--- config.mk ---
export PLATFORM = sky130hd
export DESIGN_NAME = styled_line_pixel_generator
export DESIGN_NICKNAME = d
export VERILOG_FILES = /design/src/sv/slpg_pkg.sv /design/src/sv/styled_line_pixel_generator.sv
export SDC_FILE = /design/constraint.sdc
export NUM_CORES = 1
export LEC_CHECK = 0
export BUFFER_PORTS_ARGS = -buffer_cell sky130_fd_sc_hd__buf_2
export CORE_MARGIN = 10
export CORE_UTILIZATION = 60
export DETAILED_ROUTE_END_ITERATION = 8
export PLACE_DENSITY = 0.82
export SLEW_MARGIN = 10
export SYNTH_ARGS = -nofsm -noshare
export SYNTH_HDL_FRONTEND = slang
export SYNTH_SLANG_ARGS = --single-unit
--- constraint.sdc ---
create_clock -name i_clk -period 11.4 [get_ports i_clk]
set_clock_uncertainty 0.2 [all_clocks]
set_input_delay 1.14 -clock i_clk [delete_from_list [all_inputs] [get_ports i_clk]]
set_output_delay 1.14 -clock i_clk [all_outputs]
set_load 0.005 [all_outputs]
--- src/sv/slpg_pkg.sv ---
`timescale 1ns / 1ps
`default_nettype none

package slpg_pkg;

    // Action code carried on each pixel beat.
    typedef logic [1:0] t_action;

    localparam t_action ACT_WRITE  = 2'd0;
    localparam t_action ACT_INVERT = 2'd1;
    localparam t_action ACT_NONE   = 2'd2;

    // Write modes held for the line in progress.
    localparam logic [1:0] MODE_REPLACE     = 2'd0;
    localparam logic [1:0] MODE_TRANSPARENT = 2'd1;
    localparam logic [1:0] MODE_XOR         = 2'd2;
    localparam logic [1:0] MODE_REV_TRANSP  = 2'd3;

    // Request types.
    localparam logic REQ_START = 1'b0;
    localparam logic REQ_STEP  = 1'b1;

    localparam int COLOR_BITS = 16;
    localparam int MASK_BITS  = 16;

endpackage

`default_nettype wire

--- src/sv/styled_line_pixel_generator.sv ---
`timescale 1ns / 1ps
`default_nettype none
// A step beat's pixel is loaded into the output register by the edge that accepts the beat.
// Throughput: one input beat per cycle while o_in_stall is low; each step on an active line yields one pixel beat.
// The rate is set by the combinational error update (one add and one subtract with compare).
// A start beat yields no output beat; a step while no line is active yields nothing.
// Reset (i_rst_n low, synchronous) clears the active-line flag and the output valid.

module styled_line_pixel_generator #(
    parameter int COORD_BITS = 12
) (
    input  wire                     i_clk,
    input  wire                     i_rst_n,
    // Request channel.
    input  wire                     i_in_valid,
    output logic                    o_in_stall,
    input  wire                     i_req_type,
    input  wire  [COORD_BITS-1:0]   i_x_start,
    input  wire  [COORD_BITS-1:0]   i_y_start,
    input  wire  [COORD_BITS-1:0]   i_x_end,
    input  wire  [COORD_BITS-1:0]   i_y_end,
    input  wire  [1:0]              i_write_mode,
    input  wire  [15:0]             i_draw_color,
    input  wire  [15:0]             i_style_mask,
    // Pixel channel.
    output logic                    o_out_valid,
    input  wire                     i_out_stall,
    output logic [COORD_BITS-1:0]   o_pixel_x,
    output logic [COORD_BITS-1:0]   o_pixel_y,
    output logic [1:0]              o_pixel_action,
    output logic [15:0]             o_pixel_value,
    output logic [15:0]             o_mask_after,
    output logic                    o_last_pixel
);

    // The stored error term lives in (-2^(C+1), 2^(C+1)), so it needs C+2 signed bits.
    // Increments are twice a delta, so C+1 bits. The pixel count reaches 2^C.
    localparam int EW = COORD_BITS + 2;
    localparam int IW = COORD_BITS + 1;
    localparam int PW = COORD_BITS + 1;

    // Line state.
    logic                           r_busy;
    logic [COORD_BITS-1:0]          r_cur_x;
    logic [COORD_BITS-1:0]          r_cur_y;
    logic signed [EW-1:0]           r_err_term;
    logic [IW-1:0]                  r_err_inc;
    logic [IW-1:0]                  r_err_dec;
    logic [PW-1:0]                  r_pixels_left;
    logic                           r_x_major;
    logic                           r_y_down;
    logic [1:0]                     r_mode_held;
    logic [slpg_pkg::COLOR_BITS-1:0] r_color_held;
    logic [slpg_pkg::MASK_BITS-1:0]  r_mask_held;

    // Output register.
    logic                           r_out_valid;
    logic [COORD_BITS-1:0]          r_pixel_x;
    logic [COORD_BITS-1:0]          r_pixel_y;
    slpg_pkg::t_action              r_pixel_action;
    logic [15:0]                    r_pixel_value;
    logic [15:0]                    r_mask_after;
    logic                           r_last_pixel;

    // The output register can take a new beat when it is empty or being drained
    // in this cycle, so the request side keeps moving while each pixel is taken.
    logic out_free;
    logic in_accept;
    logic do_start;
    logic do_step;

    assign out_free   = !r_out_valid || !i_out_stall;
    assign o_in_stall = !out_free;
    assign in_accept  = i_in_valid && out_free;
    assign do_start   = in_accept && (i_req_type == slpg_pkg::REQ_START);
    assign do_step    = in_accept && (i_req_type == slpg_pkg::REQ_STEP) && r_busy;

    // ------------------------------------------------------------------
    // Start setup: order endpoints so x never decreases, then take the
    // absolute deltas and pick the major axis. Equal deltas go x-major.
    // ------------------------------------------------------------------
    logic                  swap;
    logic [COORD_BITS-1:0] n_x0;
    logic [COORD_BITS-1:0] n_y0;
    logic [COORD_BITS-1:0] n_y1;
    logic [COORD_BITS-1:0] n_dx;
    logic [COORD_BITS-1:0] n_dy;
    logic                  n_y_down;
    logic                  n_x_major;
    logic [COORD_BITS-1:0] n_major;
    logic [COORD_BITS-1:0] n_minor;

    always_comb begin
        swap      = i_x_end < i_x_start;
        n_x0      = swap ? i_x_end   : i_x_start;
        n_y0      = swap ? i_y_end   : i_y_start;
        n_y1      = swap ? i_y_start : i_y_end;
        n_dx      = swap ? (i_x_start - i_x_end) : (i_x_end - i_x_start);
        n_y_down  = n_y1 < n_y0;
        n_dy      = n_y_down ? (n_y0 - n_y1) : (n_y1 - n_y0);
        n_x_major = n_dx >= n_dy;
        n_major   = n_x_major ? n_dx : n_dy;
        n_minor   = n_x_major ? n_dy : n_dx;
    end

    // ------------------------------------------------------------------
    // Per-pixel work: rotate the style mask, pick the action from its new
    // bit 0 and the held mode, then advance the Bresenham walk.
    // ------------------------------------------------------------------
    logic [15:0]           n_mask;
    logic                  style_bit;
    slpg_pkg::t_action     n_action;
    logic [15:0]           n_value;
    logic                  n_last;
    logic signed [EW-1:0]  err_sum;
    logic signed [EW-1:0]  err_adj;
    logic                  minor_move;
    logic [COORD_BITS-1:0] y_stepped;
    logic [COORD_BITS-1:0] n_cur_x;
    logic [COORD_BITS-1:0] n_cur_y;
    logic signed [EW-1:0]  n_err_term;

    always_comb begin
        n_mask    = {r_mask_held[14:0], r_mask_held[15]};
        style_bit = n_mask[0];

        unique case (r_mode_held)
            slpg_pkg::MODE_REV_TRANSP: begin
                n_action = style_bit ? slpg_pkg::ACT_WRITE : slpg_pkg::ACT_NONE;
                n_value  = style_bit ? {8'h00, ~r_color_held[7:0]} : 16'h0000;
            end
            slpg_pkg::MODE_XOR: begin
                n_action = style_bit ? slpg_pkg::ACT_INVERT : slpg_pkg::ACT_NONE;
                n_value  = 16'h0000;
            end
            slpg_pkg::MODE_TRANSPARENT: begin
                n_action = style_bit ? slpg_pkg::ACT_WRITE : slpg_pkg::ACT_NONE;
                n_value  = style_bit ? r_color_held : 16'h0000;
            end
            default: begin
                n_action = slpg_pkg::ACT_WRITE;
                n_value  = style_bit ? r_color_held : 16'h0000;
            end
        endcase

        n_last = r_pixels_left <= PW'(1);

        // A non-negative sum means the minor axis moves this pixel.
        err_sum    = r_err_term + $signed({1'b0, r_err_inc});
        err_adj    = err_sum - $signed({1'b0, r_err_dec});
        minor_move = !err_sum[EW-1];
        n_err_term = minor_move ? err_adj : err_sum;

        y_stepped = r_y_down ? (r_cur_y - COORD_BITS'(1)) : (r_cur_y + COORD_BITS'(1));

        if (r_x_major) begin
            n_cur_x = r_cur_x + COORD_BITS'(1);
            n_cur_y = minor_move ? y_stepped : r_cur_y;
        end else begin
            n_cur_y = y_stepped;
            n_cur_x = minor_move ? (r_cur_x + COORD_BITS'(1)) : r_cur_x;
        end
    end

    // Line state registers.
    always_ff @(posedge i_clk) begin
        if (!i_rst_n) begin
            r_busy <= 1'b0;
        end else if (do_start) begin
            r_busy <= 1'b1;
        end else if (do_step && n_last) begin
            r_busy <= 1'b0;
        end
    end

    always_ff @(posedge i_clk) begin
        if (do_start) begin
            r_cur_x       <= n_x0;
            r_cur_y       <= n_y0;
            r_y_down      <= n_y_down;
            r_x_major     <= n_x_major;
            r_err_term    <= -$signed({2'b00, n_major});
            r_err_inc     <= {n_minor, 1'b0};
            r_err_dec     <= {n_major, 1'b0};
            r_pixels_left <= {1'b0, n_major} + PW'(1);
            r_mode_held   <= i_write_mode;
            r_color_held  <= i_draw_color;
            r_mask_held   <= i_style_mask;
        end else if (do_step) begin
            r_mask_held <= n_mask;
            if (n_last) begin
                r_pixels_left <= '0;
            end else begin
                r_pixels_left <= r_pixels_left - PW'(1);
                r_cur_x       <= n_cur_x;
                r_cur_y       <= n_cur_y;
                r_err_term    <= n_err_term;
            end
        end
    end

    // Output register: loads on a productive step, drains when not stalled.
    always_ff @(posedge i_clk) begin
        if (!i_rst_n) begin
            r_out_valid <= 1'b0;
        end else if (in_accept) begin
            r_out_valid <= do_step;
        end else if (!i_out_stall) begin
            r_out_valid <= 1'b0;
        end
    end

    always_ff @(posedge i_clk) begin
        if (do_step) begin
            r_pixel_x      <= r_cur_x;
            r_pixel_y      <= r_cur_y;
            r_pixel_action <= n_action;
            r_pixel_value  <= n_value;
            r_mask_after   <= n_mask;
            r_last_pixel   <= n_last;
        end
    end

    assign o_out_valid    = r_out_valid;
    assign o_pixel_x      = r_pixel_x;
    assign o_pixel_y      = r_pixel_y;
    assign o_pixel_action = r_pixel_action;
    assign o_pixel_value  = r_pixel_value;
    assign o_mask_after   = r_mask_after;
    assign o_last_pixel   = r_last_pixel;

endmodule

`default_nettype wire

==> run metrics <==
area grow syn2layout 13.18%; clock buffer count from CTS 17; FFs w/ async S/R, synth 0%; max-cap viol count 0; initial antenna violation count 2; top cell type's share of synthesized area 42.47%; clk_lat worst skew 430 ps; pwr/cell area 227.8 nW/um^2; post-synthesis sequential area ratio 42.80%; Startpoint Class input pin; Crit path top cell by count or3_1; Hold WC Path Type flop to flop; Inst Count DP 1,627; top post-synthesis cells by area edfxtp_1 (42%), ha_1 (7.9%), nand2_1 (5.3%), xnor2_1 (4.3%), nor2_1 (3.8%); Site Rows 51; via count 9,864; pre-CTS setup slack 2643 ps; first-pass GRT wire length 49,300 um; Final nets 1,548; slowest stage delay, CP 700 ps; Post-Syn Nets 1,423; Crit path required time 11,370 ps; Period minus WS final 8418 ps; worst reg2reg path startpoint r_err_term[1]$_DFFE_PP_; clock tree root buffer cell clkbuf_16; area of the core 19,530 um^2; vias in the first global route 9,112; Initial Util 61.20%; drt total wl 31,380 um; DIE AREA 25,960 um^2; Post-Route Setup TNS 0 ps; critical path type input pin to flop; Slew @ Worst Pin 966.9 ps; Final HPWL DP 23,900 um; clock slew at reported path FFs 70 ps; CTS max path bufs 2; Rel. slew slack 35.47%; Port Buf Inserts 147; CP max FO 52; Ports 148; Max Slew Vio Count 0; Syn Inst Count 1,256; layout cells sized above 1 17.36%; peak supply drop 0.2083 mV; Die H 161.1 um; CTS Sinks 171; total grt overflow 0; TritonCTS clock tree built; H-tree levels 4; Synth Flop Type edfxtp_1; highest clock rate 0.1188 GHz; Arr. time, crit path 8390 ps; Worst Path Buf+Inv 5; Hold-fix buffers, CTS 0; Post-CTS Setup Bufs 0; ANT nets after route 0; initial drt markers 990; CP startpoint i_x_start[9]; Final Cell Area 13,530 um^2; EDFF count, synth 169; PnR Total Power 0.003082 W; pin count of the biggest net entering global routing 69; Placed Area 12,910 um^2; leakage power 5.612 nW; drt drc 0; total iterations of the first detailed-routing run 6; endpoint type of the worst setup path flop; syn_area_per_cell 9.514 um^2; crit share post-route 73.84%; RSZ-0062 raised after global routing false; outcome finished, final reports clean; CP top delay family compound AO/OA/AOI/OAI gates; Cell variety after synth 84; yosys warns 0; Final Instance Count excl. Fillers 1,662; Synth area leader edfxtp_1; drt via density 5.935; drt wl/cell 18.88 um; Final setup violation count 0; slowest stage cell, crit path inv_1; die width 161.1 um; Yosys reg bits 171; post_cts resized 0; worst setup margin 2982 ps; Worst Hold Launch r_mask_held[9]$_DFFE_PP_; synthesized area 11,950 um^2; Final Hold Fails 0; GRT Total Usage 23.34%; GPL Wtd Cong 0.9703
-- metal layers --
layer / share of wire (%) / routed length (um) / track usage (%)
met5: 0 / 0 / 0
met4: 2.0 / 618 / 6.410
met3: 9.0 / 2827 / 5.008
met2: 46 / 14410 / 36.39
met1: 43 / 13520 / 32.22
-- layout by cell type, fill, tap and decap left out, types with 7 or more instances in the layout --
cell / Yosys / final
and3_1: 10 / 10
nand2b_1: 16 / 16
nand2_1: 168 / 168
inv_1: 87 / 87
o21ai_0: 46 / 46
xor2_1: 28 / 28
nor4_1: 7 / 7
o22ai_1: 8 / 8
a31oi_1: 24 / 23
nor2b_1: 22 / 22
buf_2: 14 / 147
nor3_1: 15 / 15
o211ai_1: 8 / 8
a21oi_1: 72 / 70
and2_1: 26 / 26
or3_1: 13 / 13
xnor2_1: 59 / 58
clkbuf_16: 0 / 17
nand3_1: 28 / 28
a21o_1: 19 / 19
a211oi_1: 26 / 26
maj3_2: 7 / 7
or2_2: 7 / 7
nor2_1: 120 / 118
mux2i_1: 21 / 21
ha_1: 75 / 75
buf_4: 2 / 11
edfxtp_1: 169 / 169
-- metrics by stage --
step           util, %  hold slack [ps]
2_1_floorplan        -            226.2
3_3_place_gp     66.13            235.3
3_5_place_dp     66.13            235.7
4_1_cts          69.23            252.9
5_1_grt          69.27            256.8
6_report         69.27            250.3
-- cell type report --
cell class                      instances  area [um^2]
Antenna cell                            3        7.507
Fill cell                            1481         6001
Inverter                               90        340.3
Clock inverter                         15        178.9
Multi-Input combinational cell        943         6309
Tap cell                              265        331.6
Clock buffer                           17        425.4
Sequential cell                       171         5115
Timing Repair Buffer                  158        818.3
-- power by group --
group,switching (W),internal (W)
combinational,0.000975,0.000641
clock,0.000276,0.000296
sequential,0.0000472,0.000846
total,0.00130,0.00178
-- worst paths after layout --
path | end | slack (ps) | depth (start not counted)
max | r_pixels_left[11]$_DFFE_PP_ | 2980 | 28
min | o_mask_after[10]$_DFFE_PP_ | 250 | 0
max reg2reg | r_cur_x[2]$_DFFE_PP_ | 6940 | 13
min reg2reg | o_mask_after[10]$_DFFE_PP_ | 250 | 0
-- synth_stat cells, drive strengths merged, types with 3 or more instances --
cell,instances
a2111oi,4
a211oi,27
a21boi,8
a21o,19
a21oi,75
a221oi,5
a22oi,6
a31o,3
a31oi,25
and2,26
and3,10
buf,22
clkbuf,30
edfxtp,169
fa,5
ha,75
inv,89
maj3,12
mux2,6
mux2i,21
nand2,169
nand2b,16
nand3,30
nand4,6
nor2,120
nor2b,22
nor3,16
nor4,8
o211ai,10
o21a,6
o21ai,47
o21bai,5
o221ai,6
o22ai,8
o31a,4
o31ai,4
o41ai,4
or2,8
or3,13
or4,5
xnor2,59
xor2,28
-- worst register-to-register path, cell delays in order (launching register included) --
cell	delay (ps)
edfxtp_1	390
ha_1	240
fa_1	410
a21o_1	180
a21oi_1	300
o21bai_1	100
a21oi_1	240
nor2b_1	120
o2111ai_1	200
nand3_1	130
o41ai_1	430
xnor2_2	90
buf_4	230
a31oi_2	820
-- cells by family (layout without fill, tap and decap cells) --
group	Yosys count	in the layout	synth area share (%)
simple gates	452	452	17.51
other cells	0	3	0
mux	27	27	2.356
xor+xnor	87	87	6.376
flops	171	171	42.80
fa+ha+maj	92	92	9.769
buf+inv	142	280	4.732
compound gates	285	285	16.46
-- sequential cells by signal (all words and copies together) (netlist names) --
register and flops:
r_err_dec 12, r_err_inc 12, r_pixels_left 13, o_last_pixel 1, o_pixel_y 12, r_mask_held 16, o_pixel_x 12, o_mask_after 16
r_cur_x 12, r_cur_y 12, r_x_major 1, o_out_valid 1, r_color_held 16, r_err_term 13, r_busy 1, o_pixel_action 2
r_mode_held 2, r_y_down 1, o_pixel_value 16
(Power assumes the default switching activity.)
